===== config.mk =====
export PLATFORM = sky130hd
export DESIGN_NAME = hpt_ram
export DESIGN_NICKNAME = d
export VERILOG_FILES = /design/src/rtl/core/hpt_ram.sv
export SDC_FILE = /design/constraint.sdc
export NUM_CORES = 2
export LEC_CHECK = 0
export BUFFER_PORTS_ARGS = -buffer_cell sky130_fd_sc_hd__buf_2
export CAP_MARGIN = 10
export CELL_PAD_IN_SITES_DETAIL_PLACEMENT = 1
export CELL_PAD_IN_SITES_GLOBAL_PLACEMENT = 1
export CORE_ASPECT_RATIO = 0.8
export CORE_MARGIN = 1
export CORE_UTILIZATION = 39
export DETAILED_ROUTE_END_ITERATION = 10
export PLACE_DENSITY = 0.56
export SYNTH_ARGS = -nofsm -noshare
export SYNTH_HDL_FRONTEND = slang
export SYNTH_SLANG_ARGS = --single-unit

===== constraint.sdc =====
create_clock -name i_clk -period 3.6 [get_ports i_clk]
set_input_delay 0 -clock i_clk [delete_from_list [all_inputs] [get_ports i_clk]]
set_output_delay 0 -clock i_clk [all_outputs]
set_load 0.1 [all_outputs]

===== src/rtl/core/hpt_ram.sv =====
// Generic simple dual-port RAM with one write port and a registered read port.
`timescale 1ns / 1ps
module hpt_ram #(
    parameter int WIDTH = 8,
    parameter int DEPTH = 256
) (
    input  logic                     i_clk,
    input  logic                     i_we,
    input  logic [$clog2(DEPTH)-1:0] i_waddr,
    input  logic [WIDTH-1:0]         i_wdata,
    input  logic [$clog2(DEPTH)-1:0] i_raddr,
    output logic [WIDTH-1:0]         o_rdata
);

    logic [WIDTH-1:0] r_mem [DEPTH];
    logic [WIDTH-1:0] r_rdata;

    always_ff @(posedge i_clk) begin
        if (i_we) begin
            r_mem[i_waddr] <= i_wdata;
        end
        r_rdata <= r_mem[i_raddr];
    end

    assign o_rdata = r_rdata;

endmodule


==> flow_summary.toml <==
[sta]
period_share_pct = 77.7
layout_setup_ws_ns = 0.804
finalHoldViolCount = 0
holdWs_ns = 0.223
slew_violations = 0
skew_ns = 0.0494
fmax_mhz = 358
finalSetupViolations = 0
final.setup.tns_ns = 0
grt_setup_unrepaired = "no"
period_needed_ns = 2.80
worstMarginPinSlew_ns = 1.18
max_slew_margin_pct = 20.6

[route]
via_per_inst = 5.75
totalWireLength_mm = 225
drt_iter0_drc = 4342
wl_per_cell_um = 32.4
dr.pass1.iters = 5
route.detailed.drc = 0
num_vias = 40000
postRouteAntennaNets = 0

[finish]
syn_to_final_growth_pct = 14.7
drive_above_1_share_pct = 26.2
fin_cells = 6944
finish.utilization_pct = 45.3
n_fill_cell = 18600
nets = 4110

[die]
num_io_pins = 34
rows = 147
die_area_um2 = 206000
die_w_um = 507
start_util_pct = 39.5
chipHeight_um = 406
core_um2 = 202000

[global_routing]
grt_pass1_vias = 40800
grt_max_degree = 117
groute.usage.overall_pct = 21.9
antenna_found_initial = 21
grt_pass1_wl_mm = 317
overflow = 0

[hold_path]
hp-class = "primary input to flop"
hold_path_startpoint = "i_wdata[7]"
hold_depth = 2
worstHoldEndpoint = "r_mem[232][7]$_DFFE_PP_"

[power_and_ir_drop]
cellPowerDensity_nw_per_um2 = 543
irDropWorstVdd_uv = 456
leakage_nw = 28.4

[synthesis]
ys_warn_count = 0
synth_largest_area_cell = "edfxtp_1"
synth-edff-count = 2048
synth_area_per_cell_um2 = 21.3
netlist.area_leader.share_pct = 77.3
ys_types = 55
synthCells = 3733
async_flop_share_pct = 0
synth-seq-cells = 2056
netlist_area_um2 = 79600
ys_seq_area_share_pct = 77.5
synth.top_cells.by_count = "2048 x edfxtp_1, 454 x mux4_2, 282 x nor2_1"
synth_nets = 3759
yosysMostFrequentCell = "edfxtp_1"
synthFlopType = "edfxtp_1"
netlist_top_cells_area = "edfxtp_1 77%, mux4_2 13%, mux2i_1 1.7%"

[place]
dp_hpwl_mm = 145
pre_cts_slack_ns = 0.0356
io_buffers = 33
place_inst = 6546
place.gp.congestion = 0.818

[setup_path]
arrival_ns = 3.47
path_delay_family = "multiplexers"
start_kind = "flop"
crit_path_end_kind = "flop"
cp_slowest_cell = "nor3_1"
critPathKind = "flop to flop"
crit_fanout = 1
required_ns = 4.27
worstPathCellList = "mux4_2 -> mux4_2 -> nor2_1 -> a2111oi_2 -> nor3_1 -> nor4_1"
cp_common_cell = "mux4_2"
reg2regPathDepth = 6
crit_buf_inv = 0
reg2reg_setup_slack_ns = 0.80
reg2reg_from = "r_mem[131][7]$_DFFE_PP_"
r2r-end = "o_rdata[7]$_DFF_P_"
worst_path_largest_cell_delay_ns = 0.77

[cts]
cts_setup_buffers = 0
clock_latency_ns = 0.83
cts_made_buffers = 201
cts_tree = "done"
cts_hold_buffers = 17
cts_resized = 0
cts_root_buf = "clkbuf_16"
numClockSinks = 2056
path_clk_slew_ns = 0.06
cts_max_path_buffers = 3
cts_htree_levels = 4

[outcome]
status = "complete, no violations"

[flow_run]
drv_cap = 0
==> report_power, final <==
group | switching [mW] | internal (mW) | leakage, nW | total, mW
sequential | 0.0400 | 26.4 | 18.5 | 26.4
combinational | 1.86 | 0.916 | 6.87 | 2.77
clock | 9.07 | 11.3 | 3.06 | 20.3
==> logic make-up (layout without fill, tap and decap cells) <==
| group | Yosys count | after routing | share of synthesized area, % |
|---|---|---|---|
| flip-flops | 2056 | 2056 | 77.5 |
| multiplexers | 591 | 591 | 14.6 |
| AND/OR/NAND/NOR | 466 | 466 | 2.63 |
| AO/OA/AOI/OAI | 385 | 385 | 3.42 |
| buffers and inverters | 235 | 759 | 1.83 |
| other | 0 | 5 | 0 |
==> final cells by class <==
class / instances / area [µm²] / area share, %
flip-flops and latches: 2056 / 61700 / 67.6
well taps: 2682 / 3360 / 3.68
inverters: 2 / 7.51 / 0.00823
clock buffers: 249 / 5250 / 5.76
repair buffers: 381 / 3410 / 3.74
multi-input cells: 1442 / 16500 / 18.1
diodes: 5 / 12.5 / 0.0137
clock inverters: 127 / 1010 / 1.11
==> worst reg2reg max path, stage by stage, from the launching register on <==
cell       delay, ns
edfxtp_1        0.38
mux4_2          0.56
mux4_2          0.54
nor2_1          0.15
a2111oi_2       0.12
nor3_1          0.78
nor4_1          0.12
==> routing by layer <==
metal | track usage [%] | up-vias | part of all wire [%]
li1 | - | 16400 | -
met3 | 4.32 | 248 | 7.3
met4 | 4.41 | 2 | 1.6
met2 | 31.8 | 1330 | 44
met5 | 0 | - | 0.0044
met1 | 34.1 | 22000 | 47
==> through the flow <==
step           area (µm²)  power [mW]
6_report            91200        49.5
2_1_floorplan       79600        28.3
3_3_place_gp        84800        29.7
4_1_cts             91200        50.0
3_5_place_dp        84800        29.7
5_1_grt             91200        50.9
==> flip-flops by register name (all words and copies together), names as in the netlist <==
register,count
r_mem,2048
o_rdata,8
==> how the worst max path moves through the flow <==
stage | to | depth (start not counted) | startpoint
after global routing | o_rdata[1]$_DFF_P_ | 7 | r_mem[61][1]$_DFFE_PP_
after floorplan | o_rdata[2]$_DFF_P_ | 9 | i_raddr[0]
after CTS | o_rdata[1]$_DFF_P_ | 7 | r_mem[61][1]$_DFFE_PP_
after global placement | o_rdata[1]$_DFF_P_ | 10 | i_raddr[0]
after detailed placement | o_rdata[1]$_DFF_P_ | 10 | i_raddr[0]
final | o_rdata[7]$_DFF_P_ | 6 | r_mem[131][7]$_DFFE_PP_
==> cells in the final DEF, fill, tap and decap left out, types with 4 or more instances in the layout <==
master,netlist,final
edfxtp_1,2048,2048
mux4_2,454,454
buf_4,27,294
nor2_1,282,279
clkbuf_16,0,203
mux2i_1,134,134
a22oi_1,133,133
a21oi_1,96,96
clkinv_1,1,63
o221ai_1,46,46
clkbuf_1,111,46
buf_12,8,39
clkinv_2,0,35
nand2_1,33,33
o22ai_1,28,28
nor2b_1,31,28
nand3_1,34,28
nor4_1,24,24
nor3_1,22,22
buf_2,31,21
dlygate4sd3_1,0,17
a211oi_1,16,16
bufinv_16,0,13
a221oi_1,13,12
nand4_1,10,10
o211ai_1,10,10
o21ai_0,10,10
buf_8,13,10
nand2b_1,8,8
a22o_1,8,8
dfxtp_1,8,8
inv_6,0,7
nand3_2,0,6
diode_2,0,5
o22a_1,5,5
or2_2,4,4
and2_1,6,4
o32ai_1,4,4
Note: power is estimated with default switching activity, not from simulation.
