File: config.mk
export PLATFORM = sky130hd
export DESIGN_NAME = hpt_accum
export DESIGN_NICKNAME = d
export VERILOG_FILES = /design/src/rtl/core/hpt_pkg.sv /design/src/rtl/core/hpt_accum.sv
export SDC_FILE = /design/constraint.sdc
export NUM_CORES = 1
export LEC_CHECK = 0
export BUFFER_PORTS_ARGS = -buffer_cell sky130_fd_sc_hd__buf_2
export CAP_MARGIN = 10
export CORE_ASPECT_RATIO = 1.1
export CORE_UTILIZATION = 45
export CTS_BUF_LIST = sky130_fd_sc_hd__clkbuf_8
export DETAILED_ROUTE_END_ITERATION = 10
export GPL_TIMING_DRIVEN = 1
export MAX_ROUTING_LAYER = met4
export PLACE_DENSITY = 0.76
export SETUP_SLACK_MARGIN = 0.1
export SYNTH_ARGS = -nofsm -noshare
export SYNTH_HDL_FRONTEND = slang
export SYNTH_SLANG_ARGS = --single-unit
File: constraint.sdc
create_clock -name i_clk -period 3.17 [get_ports i_clk]
set_clock_uncertainty 0.15 [all_clocks]
set_input_delay 0.1585 -clock i_clk [delete_from_list [all_inputs] [get_ports i_clk]]
set_output_delay 0.1585 -clock i_clk [all_outputs]
set_load 0.05 [all_outputs]
File: src/rtl/core/hpt_pkg.sv
// Package with the constants and types of the percentile threshold block.
`timescale 1ns / 1ps
package hpt_pkg;

    localparam int NUM_BINS   = 256;
    localparam int BIN_W      = $clog2(NUM_BINS);
    localparam int MAX_PIXELS = 65536;
    localparam int CNT_W      = $clog2(MAX_PIXELS + 1);
    localparam int Q_W        = 17;
    localparam int Q_FRAC     = 16;
    localparam int TGT_W      = Q_W + CNT_W;
    localparam int THR_W      = 8;

    localparam logic [BIN_W-1:0] TOP_VALUE = BIN_W'(NUM_BINS - 1);
    localparam logic [Q_W-1:0]   Q_ONE     = Q_W'(1 << Q_FRAC);
    localparam logic [Q_W-1:0]   PCT_RESET = Q_W'(9830);
    localparam logic [THR_W-1:0] FB_RESET  = THR_W'(30);

    localparam logic CFG_PERCENTILE = 1'b0;
    localparam logic CFG_FALLBACK   = 1'b1;

    typedef enum logic [2:0] {
        ST_CLEAR,
        ST_IDLE,
        ST_DRAIN,
        ST_SCAN,
        ST_FLUSH
    } t_state;

    typedef struct packed {
        logic             we;
        logic [BIN_W-1:0] waddr;
        logic [CNT_W-1:0] wdata;
        logic [BIN_W-1:0] raddr;
    } t_ram_req;

endpackage

File: src/rtl/core/hpt_accum.sv
// Histogram update pipeline with forwarding and the region pixel counter.
`timescale 1ns / 1ps
module hpt_accum import hpt_pkg::*; (
    input  logic             i_clk,
    input  logic             i_rst_n,
    input  logic             i_take,
    input  logic [BIN_W-1:0] i_pixel,
    input  logic             i_cnt_clr,
    input  logic [CNT_W-1:0] i_rdata,
    output t_ram_req         o_req,
    output logic [CNT_W-1:0] o_count
);

    logic             r_s1_vld;
    logic [BIN_W-1:0] r_s1_addr;
    logic             r_fw_vld;
    logic [CNT_W-1:0] r_fw_data;
    logic [CNT_W-1:0] r_count;
    logic             counted;
    logic             bin_upd;
    logic [CNT_W-1:0] wdata;

    assign counted = i_take && (r_count < CNT_W'(MAX_PIXELS));
    assign bin_upd = counted && (i_pixel != TOP_VALUE);
    assign wdata   = (r_fw_vld ? r_fw_data : i_rdata) + CNT_W'(1);

    assign o_req.we    = r_s1_vld;
    assign o_req.waddr = r_s1_addr;
    assign o_req.wdata = wdata;
    assign o_req.raddr = i_pixel;
    assign o_count     = r_count;

    always_ff @(posedge i_clk) begin
        if (!i_rst_n) begin
            r_s1_vld <= 1'b0;
            r_fw_vld <= 1'b0;
            r_count  <= '0;
        end else begin
            r_s1_vld <= bin_upd;
            r_fw_vld <= bin_upd && r_s1_vld && (i_pixel == r_s1_addr);
            if (i_cnt_clr) begin
                r_count <= '0;
            end else if (counted) begin
                r_count <= r_count + CNT_W'(1);
            end
        end
        r_s1_addr <= i_pixel;
        r_fw_data <= wdata;
    end

endmodule

==> metrics.md <==
| Metric | Value |
|---|---|
| Critical Path Source Type | `flip-flop` |
| Met2 Use GR | `0.333` |
| Grt total ovfl | `0` |
| Initial Util | `0.481` |
| Syn_nets | `248` |
| Nets | `330` |
| GR Util All Layers | `0.196` |
| Clk_lat worst skew | `290 ps` |
| Clk sinks | `44` |
| FMAX | `0.342 GHz` |
| Status | `finished, final reports clean` |
| Clock transition at the registers of the reported paths | `90 ps` |
| Gate power share | `0.176` |
| Met1 usage in global routing | `0.213` |
| Pin count of the biggest net entering global routing | `33` |
| Core footprint | `4440 µm²` |
| Net Switching | `370 µW` |
| Crit-path leading delay family | `simple AND/OR/NAND/NOR gates` |
| Crit path max-delay cell type | `a221oi_4` |
| # setup viols final | `0` |
| Sequential share of power | `0.464` |
| Yosys reg bits | `44` |
| Syn_area_per_cell | `9.85 µm²` |
| Die ar. | `approximately 5000 µm²` |
| Routability cong. | `approximately 0.75` |
| First-pass GRT wire length | `between 7 and 8 mm` |
| Worst R2R Path Depth | `9` |
| Synth unique cells | `44` |
| I/O pin count | `80` |
| Req. time, crit path | `2860 ps` |
| FP Rows | `25` |
| Unrepaired setup endpoints after global routing | `no` |
| Clock Power Share | `0.360` |
| Antenna Cells | `0` |
| Drt first pass iters | `4` |
| Total of max-cap violations | `0` |
| Warning count from the yosys run | `0` |
| Crit path buffers/inverters | `2` |
| Vias | `1760` |
| PD cells | `around 450 nW/µm²` |
| DIE HEIGHT | `74.3 µm` |
| Total CTS buffers | `5` |
| Worst setup path endpoint | `o_req[24]` |
| Post-synth EDFFs | `0` |
| Die X | `67.7 µm` |
| Number of global-route vias before repair | `~1700` |
| Critical path type | `flip-flop to output pin` |
| Cell area after synthesis | `2140 µm²` |
| Peak VDD IR | `around 0.31 mV` |
| CP Depth | `10` |
| Pint | `901 µW` |
| DP Area | `2580 µm²` |
| Sw frac | `0.291` |
| Vias/cell | `4.97` |
| GR peak layer | `met2` |
| Register area share after synthesis | `0.412` |
| Top_reg_cell synth | `dfxtp_1` |
| Initial antenna violation count | `0` |
| Max-slew violations | `0` |
| Worst min path class | `input pin to flip-flop` |
| Reg-to-Reg Start | `r_fw_vld` |
| Hold Crit Start | `i_rdata[0]` |
| FFs w/ async S/R, synth | `0` |
| Final period utilization | `0.923` |
| H-Tree Level Count | `2` |
| Final WL | `between 4 and 5 mm` |
| Port buffer count | `79` |
| Worst setup EP type | `output pin` |
| Final instance area | `2810 µm²` |
| Reg2reg setup slack | `840 ps` |
| Crit-path cells | `nand2b_1 -> and2_2 -> inv_1 -> ha_2 -> nand4_4 -> a221oi_4 -> nand3_4 -> nor3_4 -> xnor2_4 -> buf_4` |
| Static Leak | `1.20 nW` |
| Fin. Hold Viols | `0` |
| Synth Instances | `around 220` |
| Worst-Margin Slew | `~640 ps` |
| Largest stage delay, worst path | `420 ps` |
| P&R area growth vs syn | `31.7%` |
| Min Tclk post-route | `a little under 3000 ps` |
| Layout cells sized above 1 | `0.370` |
| Capturing point of the worst reg2reg path | `r_fw_data[16]` |
| TritonCTS clock tree | `yes` |
| M3 GR Usage | `0.0583` |
| Post-DP HPWL | `about 3.3 mm` |
| Post-route ant nets | `0` |
| Sum Neg Setup Slack | `0 ps` |
| Drt drc | `0` |
| Clock Path Buffers | `2` |
| Crit path arrival time | `2620 ps` |
| Root Buffer | `clkbuf_8` |
| Worst Setup SP | `r_fw_vld` |
| Routed wire per std cell | `roughly 13 µm` |
| Slew margin rel. | `0.573` |
| Initial DRC Count | `55` |
| Max FO, Critical Path | `5` |
## metal layers
| metal | part of all wire | vias up | wire [µm] |
|---|---|---|---|
| li1 | - | 890 | - |
| met5 | 0 | - | 0 |
| met2 | 0.50 | 55 | 2290 |
| met1 | 0.43 | 806 | 1960 |
| met4 | 0.015 | 0 | 67 |
| met3 | 0.058 | 9 | 263 |
## worst reg2reg max path, delay by kind of cell, from the launching register on
family                   cells  cell delay [ps]
flip-flops                   1              350
AO/OA/AOI/OAI                1              420
AND/OR/NAND/NOR              5              880
XOR/XNOR                     1              140
adder cells (fa/ha/maj)      1              260
buffers and inverters        1               60
## state kept, by name, indices dropped and copies added, names as in the netlist
name / flops
r_s1_addr: 8
r_fw_data: 17
o_count: 17
r_s1_vld: 1
r_fw_vld: 1
## timing repair
action	in CTS	in global routing
hold buffers	9	0
gates resized for setup	0	3
buffers inserted	0	1
setup endpoints to repair	0	1
hold endpoints to repair	9	0
## power groups by stage
stage / Combinational (mW) / Clock (mW) / Sequential (mW)
2_1_floorplan: 0.142 / 0 / 0.622
3_3_place_gp: 0.212 / 0 / 0.602
3_5_place_dp: 0.214 / 0 / 0.602
4_1_cts: 0.223 / 0.471 / 0.590
5_1_grt: 0.236 / 0.496 / 0.593
6_report: 0.223 / 0.458 / 0.589
## cell type report
class / count / area (µm²)
fill: 388 / 1630
multi-input combinational: 155 / 1230
sequential: 44 / 881
timing repair buffer: 90 / 503
clock buffer: 6 / 82.6
tap: 54 / 67.6
clock inverter: 2 / 38.8
inverter: 3 / 11.3
## layout by cell type, fill, tap and decap left out, drive strengths merged, types with 4 or more instances in the layout
cell         netlist  final
nand2             20     20
dlygate4sd3        0      9
xor2              20     20
clkbuf             2      6
nor2              21     21
dfxtp             44     44
nor2b              5      5
xnor2             19     19
mux2i              9      9
nand3             10     10
mux2               4      4
nand4              9      9
buf               13     81
## how the worst min path moves through the flow
stage / slack [ps] / depth (start not counted) / endpoint
floorplan: 40 / 0 / r_s1_addr[0]
global placement: 160 / 1 / r_s1_addr[0]
detailed placement: 160 / 1 / r_s1_addr[4]
CTS: 40 / 3 / r_fw_data[0]
global route: 50 / 3 / r_fw_data[0]
finish: 50 / 3 / r_fw_data[0]
## stage by stage
stage | total power, mW | utilization | std cells | setup WS (ps) | hold WS (ps)
global placement | 0.814 | 0.582 | 336 | 566 | 160
floorplan | 0.763 | - | 217 | 127 | 36.2
global route | 1.32 | 0.634 | 354 | 109 | 50.3
finish | 1.27 | 0.634 | 354 | 245 | 51.0
detailed placement | 0.816 | 0.582 | 336 | 483 | 161
CTS | 1.28 | 0.630 | 353 | 140 | 41.8
## cells in the mapped netlist (all sizes together), types with 2 or more instances
cell type  instances  area (µm²)
mux2               4        45.0
nand4b             3        56.3
nor3               3        20.0
nor4               3        25.0
a32oi              2        17.5
clkbuf             2        7.51
nand3             10        55.1
dfxtp             44         881
and3               3        18.8
nand2             20        75.1
a21boi             2        18.8
xnor2             19         166
xor2              20         175
buf               13         104
nand2b             3        18.8
nor2b              5        31.3
and2               2        15.0
nand4              9        77.6
a21oi              3        15.0
a221oi             2        41.3
inv                3        11.3
ha                 2        25.0
o21ai              3        15.0
mux2i              9        90.1
nor2              21        78.8
nand3b             2        15.0
## logic make-up after synthesis
| family | after synthesis | synth area share |
|---|---|---|
| simple gates | 87 | 0.238 |
| flops | 44 | 0.412 |
| xor+xnor | 39 | 0.160 |
| buf+inv | 18 | 0.0574 |
| compound gates | 14 | 0.0580 |
| mux | 13 | 0.0632 |
| fa+ha+maj | 2 | 0.0117 |
(Power assumes the default switching activity.)
