==> src/rtl/core/hpt_pkg.sv <==
// Package with the constants and types of the percentile threshold block.
`timescale 1ns / 1ps
package hpt_pkg;

    localparam int NUM_BINS   = 256;
    localparam int BIN_W      = $clog2(NUM_BINS);
    localparam int MAX_PIXELS = 65536;
    localparam int CNT_W      = $clog2(MAX_PIXELS + 1);
    localparam int Q_W        = 17;
    localparam int Q_FRAC     = 16;
    localparam int TGT_W      = Q_W + CNT_W;
    localparam int THR_W      = 8;

    localparam logic [BIN_W-1:0] TOP_VALUE = BIN_W'(NUM_BINS - 1);
    localparam logic [Q_W-1:0]   Q_ONE     = Q_W'(1 << Q_FRAC);
    localparam logic [Q_W-1:0]   PCT_RESET = Q_W'(9830);
    localparam logic [THR_W-1:0] FB_RESET  = THR_W'(30);

    localparam logic CFG_PERCENTILE = 1'b0;
    localparam logic CFG_FALLBACK   = 1'b1;

    typedef enum logic [2:0] {
        ST_CLEAR,
        ST_IDLE,
        ST_DRAIN,
        ST_SCAN,
        ST_FLUSH
    } t_state;

    typedef struct packed {
        logic             we;
        logic [BIN_W-1:0] waddr;
        logic [CNT_W-1:0] wdata;
        logic [BIN_W-1:0] raddr;
    } t_ram_req;

endpackage

==> src/rtl/core/hpt_ctrl.sv <==
// Sequencer for the clearing pass, the percentile scan and the result register.
`timescale 1ns / 1ps
module hpt_ctrl import hpt_pkg::*; (
    input  logic             i_clk,
    input  logic             i_rst_n,
    input  logic             i_cfg_we,
    input  logic             i_cfg_idx,
    input  logic [Q_W-1:0]   i_cfg_wdata,
    input  logic             i_in_valid,
    input  logic             i_last_pixel,
    input  logic             i_out_stall,
    input  logic [CNT_W-1:0] i_count,
    input  logic [CNT_W-1:0] i_rdata,
    output logic             o_take,
    output logic             o_cnt_clr,
    output logic             o_own,
    output t_ram_req         o_req,
    output logic             o_in_stall,
    output logic             o_out_valid,
    output logic [THR_W-1:0] o_threshold,
    output logic             o_found
);

    t_state           r_state, n_state;
    logic [Q_W-1:0]   r_pct;
    logic [THR_W-1:0] r_fb;
    logic [BIN_W-1:0] r_addr, n_addr;
    logic [TGT_W-1:0] r_target, n_target;
    logic [CNT_W-1:0] r_sum, n_sum;
    logic             r_found, n_found;
    logic [BIN_W-1:0] r_thr, n_thr;
    logic             r_rd_vld, n_rd_vld;
    logic [BIN_W-1:0] r_rd_idx, n_rd_idx;
    logic             r_out_vld, n_out_vld;
    logic [THR_W-1:0] r_out_thr, n_out_thr;
    logic             r_out_found, n_out_found;
    logic [Q_W-1:0]   q_clamp;
    logic [CNT_W-1:0] sum_add;
    logic             hit;

    assign q_clamp = (r_pct > Q_ONE) ? Q_ONE : r_pct;
    assign sum_add = r_sum + i_rdata;
    assign hit     = TGT_W'({sum_add, Q_FRAC'(0)}) >= r_target;

    assign o_take      = i_in_valid && (r_state == ST_IDLE);
    assign o_in_stall  = (r_state != ST_IDLE);
    assign o_own       = (r_state != ST_IDLE) && (r_state != ST_DRAIN);
    assign o_req.we    = (r_state == ST_CLEAR) || (r_state == ST_SCAN);
    assign o_req.waddr = r_addr;
    assign o_req.wdata = '0;
    assign o_req.raddr = r_addr;

    assign o_out_valid = r_out_vld;
    assign o_threshold = r_out_thr;
    assign o_found     = r_out_found;

    always_ff @(posedge i_clk) begin
        if (!i_rst_n) begin
            r_state <= ST_CLEAR;
        end else begin
            r_state <= n_state;
        end
    end

    always_comb begin
        n_state     = r_state;
        n_addr      = r_addr;
        n_target    = r_target;
        n_sum       = r_sum;
        n_found     = r_found;
        n_thr       = r_thr;
        n_rd_vld    = 1'b0;
        n_rd_idx    = r_rd_idx;
        n_out_vld   = r_out_vld;
        n_out_thr   = r_out_thr;
        n_out_found = r_out_found;
        o_cnt_clr   = 1'b0;

        if (r_rd_vld) begin
            n_sum = sum_add;
            if (!r_found && hit) begin
                n_found = 1'b1;
                n_thr   = r_rd_idx;
            end
        end
        if (r_out_vld && !i_out_stall) begin
            n_out_vld = 1'b0;
        end

        unique case (r_state)
            ST_CLEAR: begin
                n_addr = r_addr - BIN_W'(1);
                if (r_addr == '0) begin
                    n_state = ST_IDLE;
                end
            end
            ST_IDLE: begin
                if (o_take && i_last_pixel) begin
                    n_state = ST_DRAIN;
                end
            end
            ST_DRAIN: begin
                n_target = TGT_W'(q_clamp) * TGT_W'(i_count);
                n_sum    = '0;
                n_found  = 1'b0;
                n_addr   = TOP_VALUE;
                n_state  = ST_SCAN;
            end
            ST_SCAN: begin
                n_rd_vld = 1'b1;
                n_rd_idx = r_addr;
                n_addr   = r_addr - BIN_W'(1);
                if (r_addr == '0) begin
                    n_state = ST_FLUSH;
                end
            end
            ST_FLUSH: begin
                if (!r_out_vld || !i_out_stall) begin
                    n_out_vld   = 1'b1;
                    n_out_thr   = n_found ? THR_W'(n_thr) : r_fb;
                    n_out_found = n_found;
                    o_cnt_clr   = 1'b1;
                    n_state     = ST_IDLE;
                end
            end
            default: begin
                n_state = ST_IDLE;
            end
        endcase
    end

    always_ff @(posedge i_clk) begin
        if (!i_rst_n) begin
            r_pct     <= PCT_RESET;
            r_fb      <= FB_RESET;
            r_addr    <= TOP_VALUE;
            r_rd_vld  <= 1'b0;
            r_found   <= 1'b0;
            r_out_vld <= 1'b0;
        end else begin
            if (i_cfg_we) begin
                case (i_cfg_idx)
                    CFG_PERCENTILE: r_pct <= i_cfg_wdata;
                    CFG_FALLBACK:   r_fb  <= i_cfg_wdata[THR_W-1:0];
                    default:        r_pct <= r_pct;
                endcase
            end
            r_addr    <= n_addr;
            r_rd_vld  <= n_rd_vld;
            r_found   <= n_found;
            r_out_vld <= n_out_vld;
        end
        r_target    <= n_target;
        r_sum       <= n_sum;
        r_thr       <= n_thr;
        r_rd_idx    <= n_rd_idx;
        r_out_thr   <= n_out_thr;
        r_out_found <= n_out_found;
    end

endmodule

==> config.mk <==
export PLATFORM = sky130hd
export DESIGN_NAME = hpt_ctrl
export DESIGN_NICKNAME = d
export VERILOG_FILES = /design/src/rtl/core/hpt_pkg.sv /design/src/rtl/core/hpt_ctrl.sv
export SDC_FILE = /design/constraint.sdc
export NUM_CORES = 1
export LEC_CHECK = 0
export ABC_AREA = 1
export BUFFER_PORTS_ARGS = -buffer_cell sky130_fd_sc_hd__buf_2
export CAP_MARGIN = 0
export CORE_MARGIN = 2
export CORE_UTILIZATION = 60
export DETAILED_ROUTE_END_ITERATION = 10
export PLACE_DENSITY_LB_ADDON = 0.08
export SLEW_MARGIN = 5
export SYNTH_ARGS = -nofsm -noshare
export SYNTH_HDL_FRONTEND = slang
export SYNTH_SLANG_ARGS = --single-unit
==> constraint.sdc <==
create_clock -name i_clk -period 9.6 [get_ports i_clk]
set_input_delay 2.88 -clock i_clk [delete_from_list [all_inputs] [get_ports i_clk]]
set_output_delay 2.88 -clock i_clk [all_outputs]
set_load 0.01 [all_outputs]
==> impl_metrics.json <==
{
  "cp_max_fo": 14,
  "area_delta_synth_final_pct": 6.36,
  "drt_iter0_drc": 1112,
  "seq_area_um2": 2810,
  "hp-class": "register to register",
  "whs_endpoint": "r_fb[4]",
  "rrSetupSlack_ps": 1380,
  "std_cell_rows": 59,
  "grt_pass1_wl_mm": 63.7,
  "timing.rr.start": "r_pct[13]",
  "setup_viol": 0,
  "ant_nets": 0,
  "fin_skew_ps": 14.2,
  "status": "finished clean",
  "crit_path_end_kind": "register",
  "insertion_delay_ps": 420,
  "drive_gt1_frac": 0.0718,
  "cap_violations": 0,
  "fin_tns_setup_ps": 0,
  "synth_top_cell_area_share": 0.288,
  "place_congestion": 1.03,
  "place_hpwl_mm": 32.7,
  "postCtsSetupRepairBufs": 0,
  "startpoint_type": "input port",
  "drc": 0,
  "yosys_warnings": 0,
  "post-route-util": 0.644,
  "via_per_inst": 5.55,
  "die_h_um": 165,
  "antenna_found_initial": 0,
  "seq_area_frac_synth": 0.180,
  "rsz0062_at_grt": "no",
  "cts_tree": "built",
  "ys_types": 42,
  "path_class": "input port to register",
  "hold_depth": 2,
  "gr-total-overflow": 0,
  "min_period_over_period": 0.857,
  "synth-seq-cells": 115,
  "synth_area_leaders": "fa_1, ha_1, inv_1",
  "io_pins": 106,
  "yosys.area.top_type": "fa_1",
  "antennaDiodeCount": 0,
  "min-delay-start": "r_fb[4]",
  "grt_start_max_net_pins": 98,
  "path_clk_slew_ps": 50,
  "syn_inst": 1931,
  "numCtsBuffers": 17,
  "cp_data_arrival_time_ps": 8440,
  "relSlewSlack": 0.271,
  "critPathRequiredTime_ps": 9820,
  "fp.dieW_um": 165,
  "wl_per_cell_um": 17.3,
  "clockRootBuffer": "clkbuf_16",
  "hold_buffers": 0,
  "clockBufferDepth": 2,
  "vias": 12800,
  "slew_viol_final": 0,
  "dpl_worst_slack_ps": 1030,
  "io_buffers": 88,
  "grt_pass1_vias": 12400,
  "initial_core_util": 0.605,
  "timing.fmax_mhz": 122,
  "first_pass_iters": 6,
  "cts_resized": 0,
  "syn_area_um2": 15600,
  "total_power_w": 0.00653,
  "dieArea_um2": 27400,
  "cts_htree_levels": 4,
  "peakVddDrop_mv": 0.405,
  "p_leak_nw": 8.84,
  "r2r-end": "r_target[21]",
  "layout.nets": 2391,
  "r2r_cells": 22,
  "worst_slew_pin_slew_ps": 1090,
  "syn_avg_cell_area_um2": 8.10,
  "final.min_clock_period_ps": 8230,
  "grt.total_usage": 0.305,
  "routed_wirelength_mm": 40.0,
  "nFillCells": 2351,
  "core_area_um2": 25800,
  "multi_input_area_um2": 10800,
  "power_density_nw_per_um2": 393,
  "hold_viol": 0,
  "cts_num_sinks": 115,
  "hold_ws_ps": 476,
  "fin_ws_ps": 1370
}
==> final cells by class <==
class | count | share of cell area
sequential | 115 | 0.169
clock buffer | 17 | 0.0256
multi-input combinational | 1319 | 0.647
timing repair buffer | 92 | 0.0283
inverter | 420 | 0.0948
tap | 335 | 0.0252
clock inverter | 15 | 0.0102
==> Yosys cell counts <==
master      n
buf_4      25
xor2_1     25
or2_2       1
o21ai_2     2
nor3_1     13
and3_1      1
dfxtp_1    64
a21o_1      3
o311ai_0    1
o211ai_1    4
a21boi_0    1
inv_1     414
buf_2      11
nor3_4      1
xnor2_1    10
a21boi_2    2
a21oi_1    68
o22ai_1     3
buf_8       1
o21ai_0    68
buf_1       4
nor2_1    216
nor4_1      6
nand2_4     3
fa_1      225
inv_2       1
ha_1      143
nand2_2     6
conb_1      1
nand3_1   192
edfxtp_1   51
o31ai_1     2
clkbuf_1   40
and2_1      8
buf_6      12
o21bai_1   13
nand4_1    20
nand3_2     1
clkinv_1    5
and2_0      1
nand3b_1    3
nand2_1   260
==> cells by family after synthesis <==
family | after synthesis | synth area share
and+or+nand+nor | 732 | 0.202
buffers and inverters | 513 | 0.137
adders and majority gates | 368 | 0.402
AOI/OAI and AO/OA | 167 | 0.0589
DFF | 115 | 0.180
xor gates and xnor gates | 35 | 0.0196
other | 1 | 0.000240
==> placed cells by master (no fill, tap or decap), types with 2 or more instances in the layout <==
cell       Yosys  routed
nand4_1       20      20
o21ai_2        2       2
nand3_1      192     192
and2_1         8       8
xnor2_1       10      10
nor3_1        13      13
nor4_1         6       6
edfxtp_1      51      51
fa_1         225     225
nand2_2        6       6
nor2_1       216     216
a21boi_2       2       2
o22ai_1        3       3
dfxtp_1       64      64
ha_1         143     143
inv_1        414     414
clkinv_4       0       4
a21o_1         3       3
nand2_4        3       4
o211ai_1       4       4
xor2_1        25      25
inv_6          0       6
nand3b_1       3       3
clkinv_1       5       5
bufinv_16      0       2
nand2_1      260     259
buf_2         11      88
conb_1         1      17
o31ai_1        2       2
clkbuf_16      0      17
buf_4         25       4
a21oi_1       68      68
o21bai_1      13      13
o21ai_0       68      68
==> power breakdown <==
group / switching [W] / internal [W]
sequential: 0.0000690 / 0.000847
clock: 0.000256 / 0.000389
combinational: 0.00319 / 0.00178
==> how the worst max path moves through the flow <==
| stage | from | endpoint | slack (ps) | cells after the start |
|---|---|---|---|---|
| global route | r_pct[13] | r_target[21] | 910 | 22 |
| global placement | i_count[5] | r_target[21] | 1070 | 20 |
| detailed placement | i_count[5] | r_target[21] | 1030 | 20 |
| floorplan | i_count[9] | r_target[33] | 1540 | 22 |
| CTS | i_count[5] | r_target[21] | 1470 | 20 |
| finish | i_count[5] | r_target[21] | 1370 | 20 |
==> metal layers <==
metal	GRT usage	routed length, um
met2	0.514	19600
met5	0	0
met3	0.0340	2170
met4	0.159	2080
met1	0.389	16200
==> stage by stage <==
stage	cell area [um^2]	std cells
finish	16600	2313
CTS	16600	2313
global placement	16000	2281
detailed placement	16000	2281
floorplan	15700	1947
global route	16600	2313
==> registers in the layout, indices dropped and copies added, names as in the netlist, 3 cells and up <==
name         count
r_sum           17
r_state          3
r_rd_idx         8
r_addr           8
r_fb             8
r_pct           17
r_target        34
r_thr            8
o_threshold      8
==> critical path: stages <==
cell and delay, ps:
buf_2 120, inv_1 370, nor2_1 150, fa_1 560, inv_1 50, fa_1 450
fa_1 500, fa_1 540, inv_1 50, fa_1 470, inv_1 50, fa_1 470
inv_1 40, ha_1 350, nand2_1 140, nor2_1 210, nand2_1 70, o21ai_0 500
a21oi_1 170, xnor2_1 290
(Power assumes the default switching activity.)
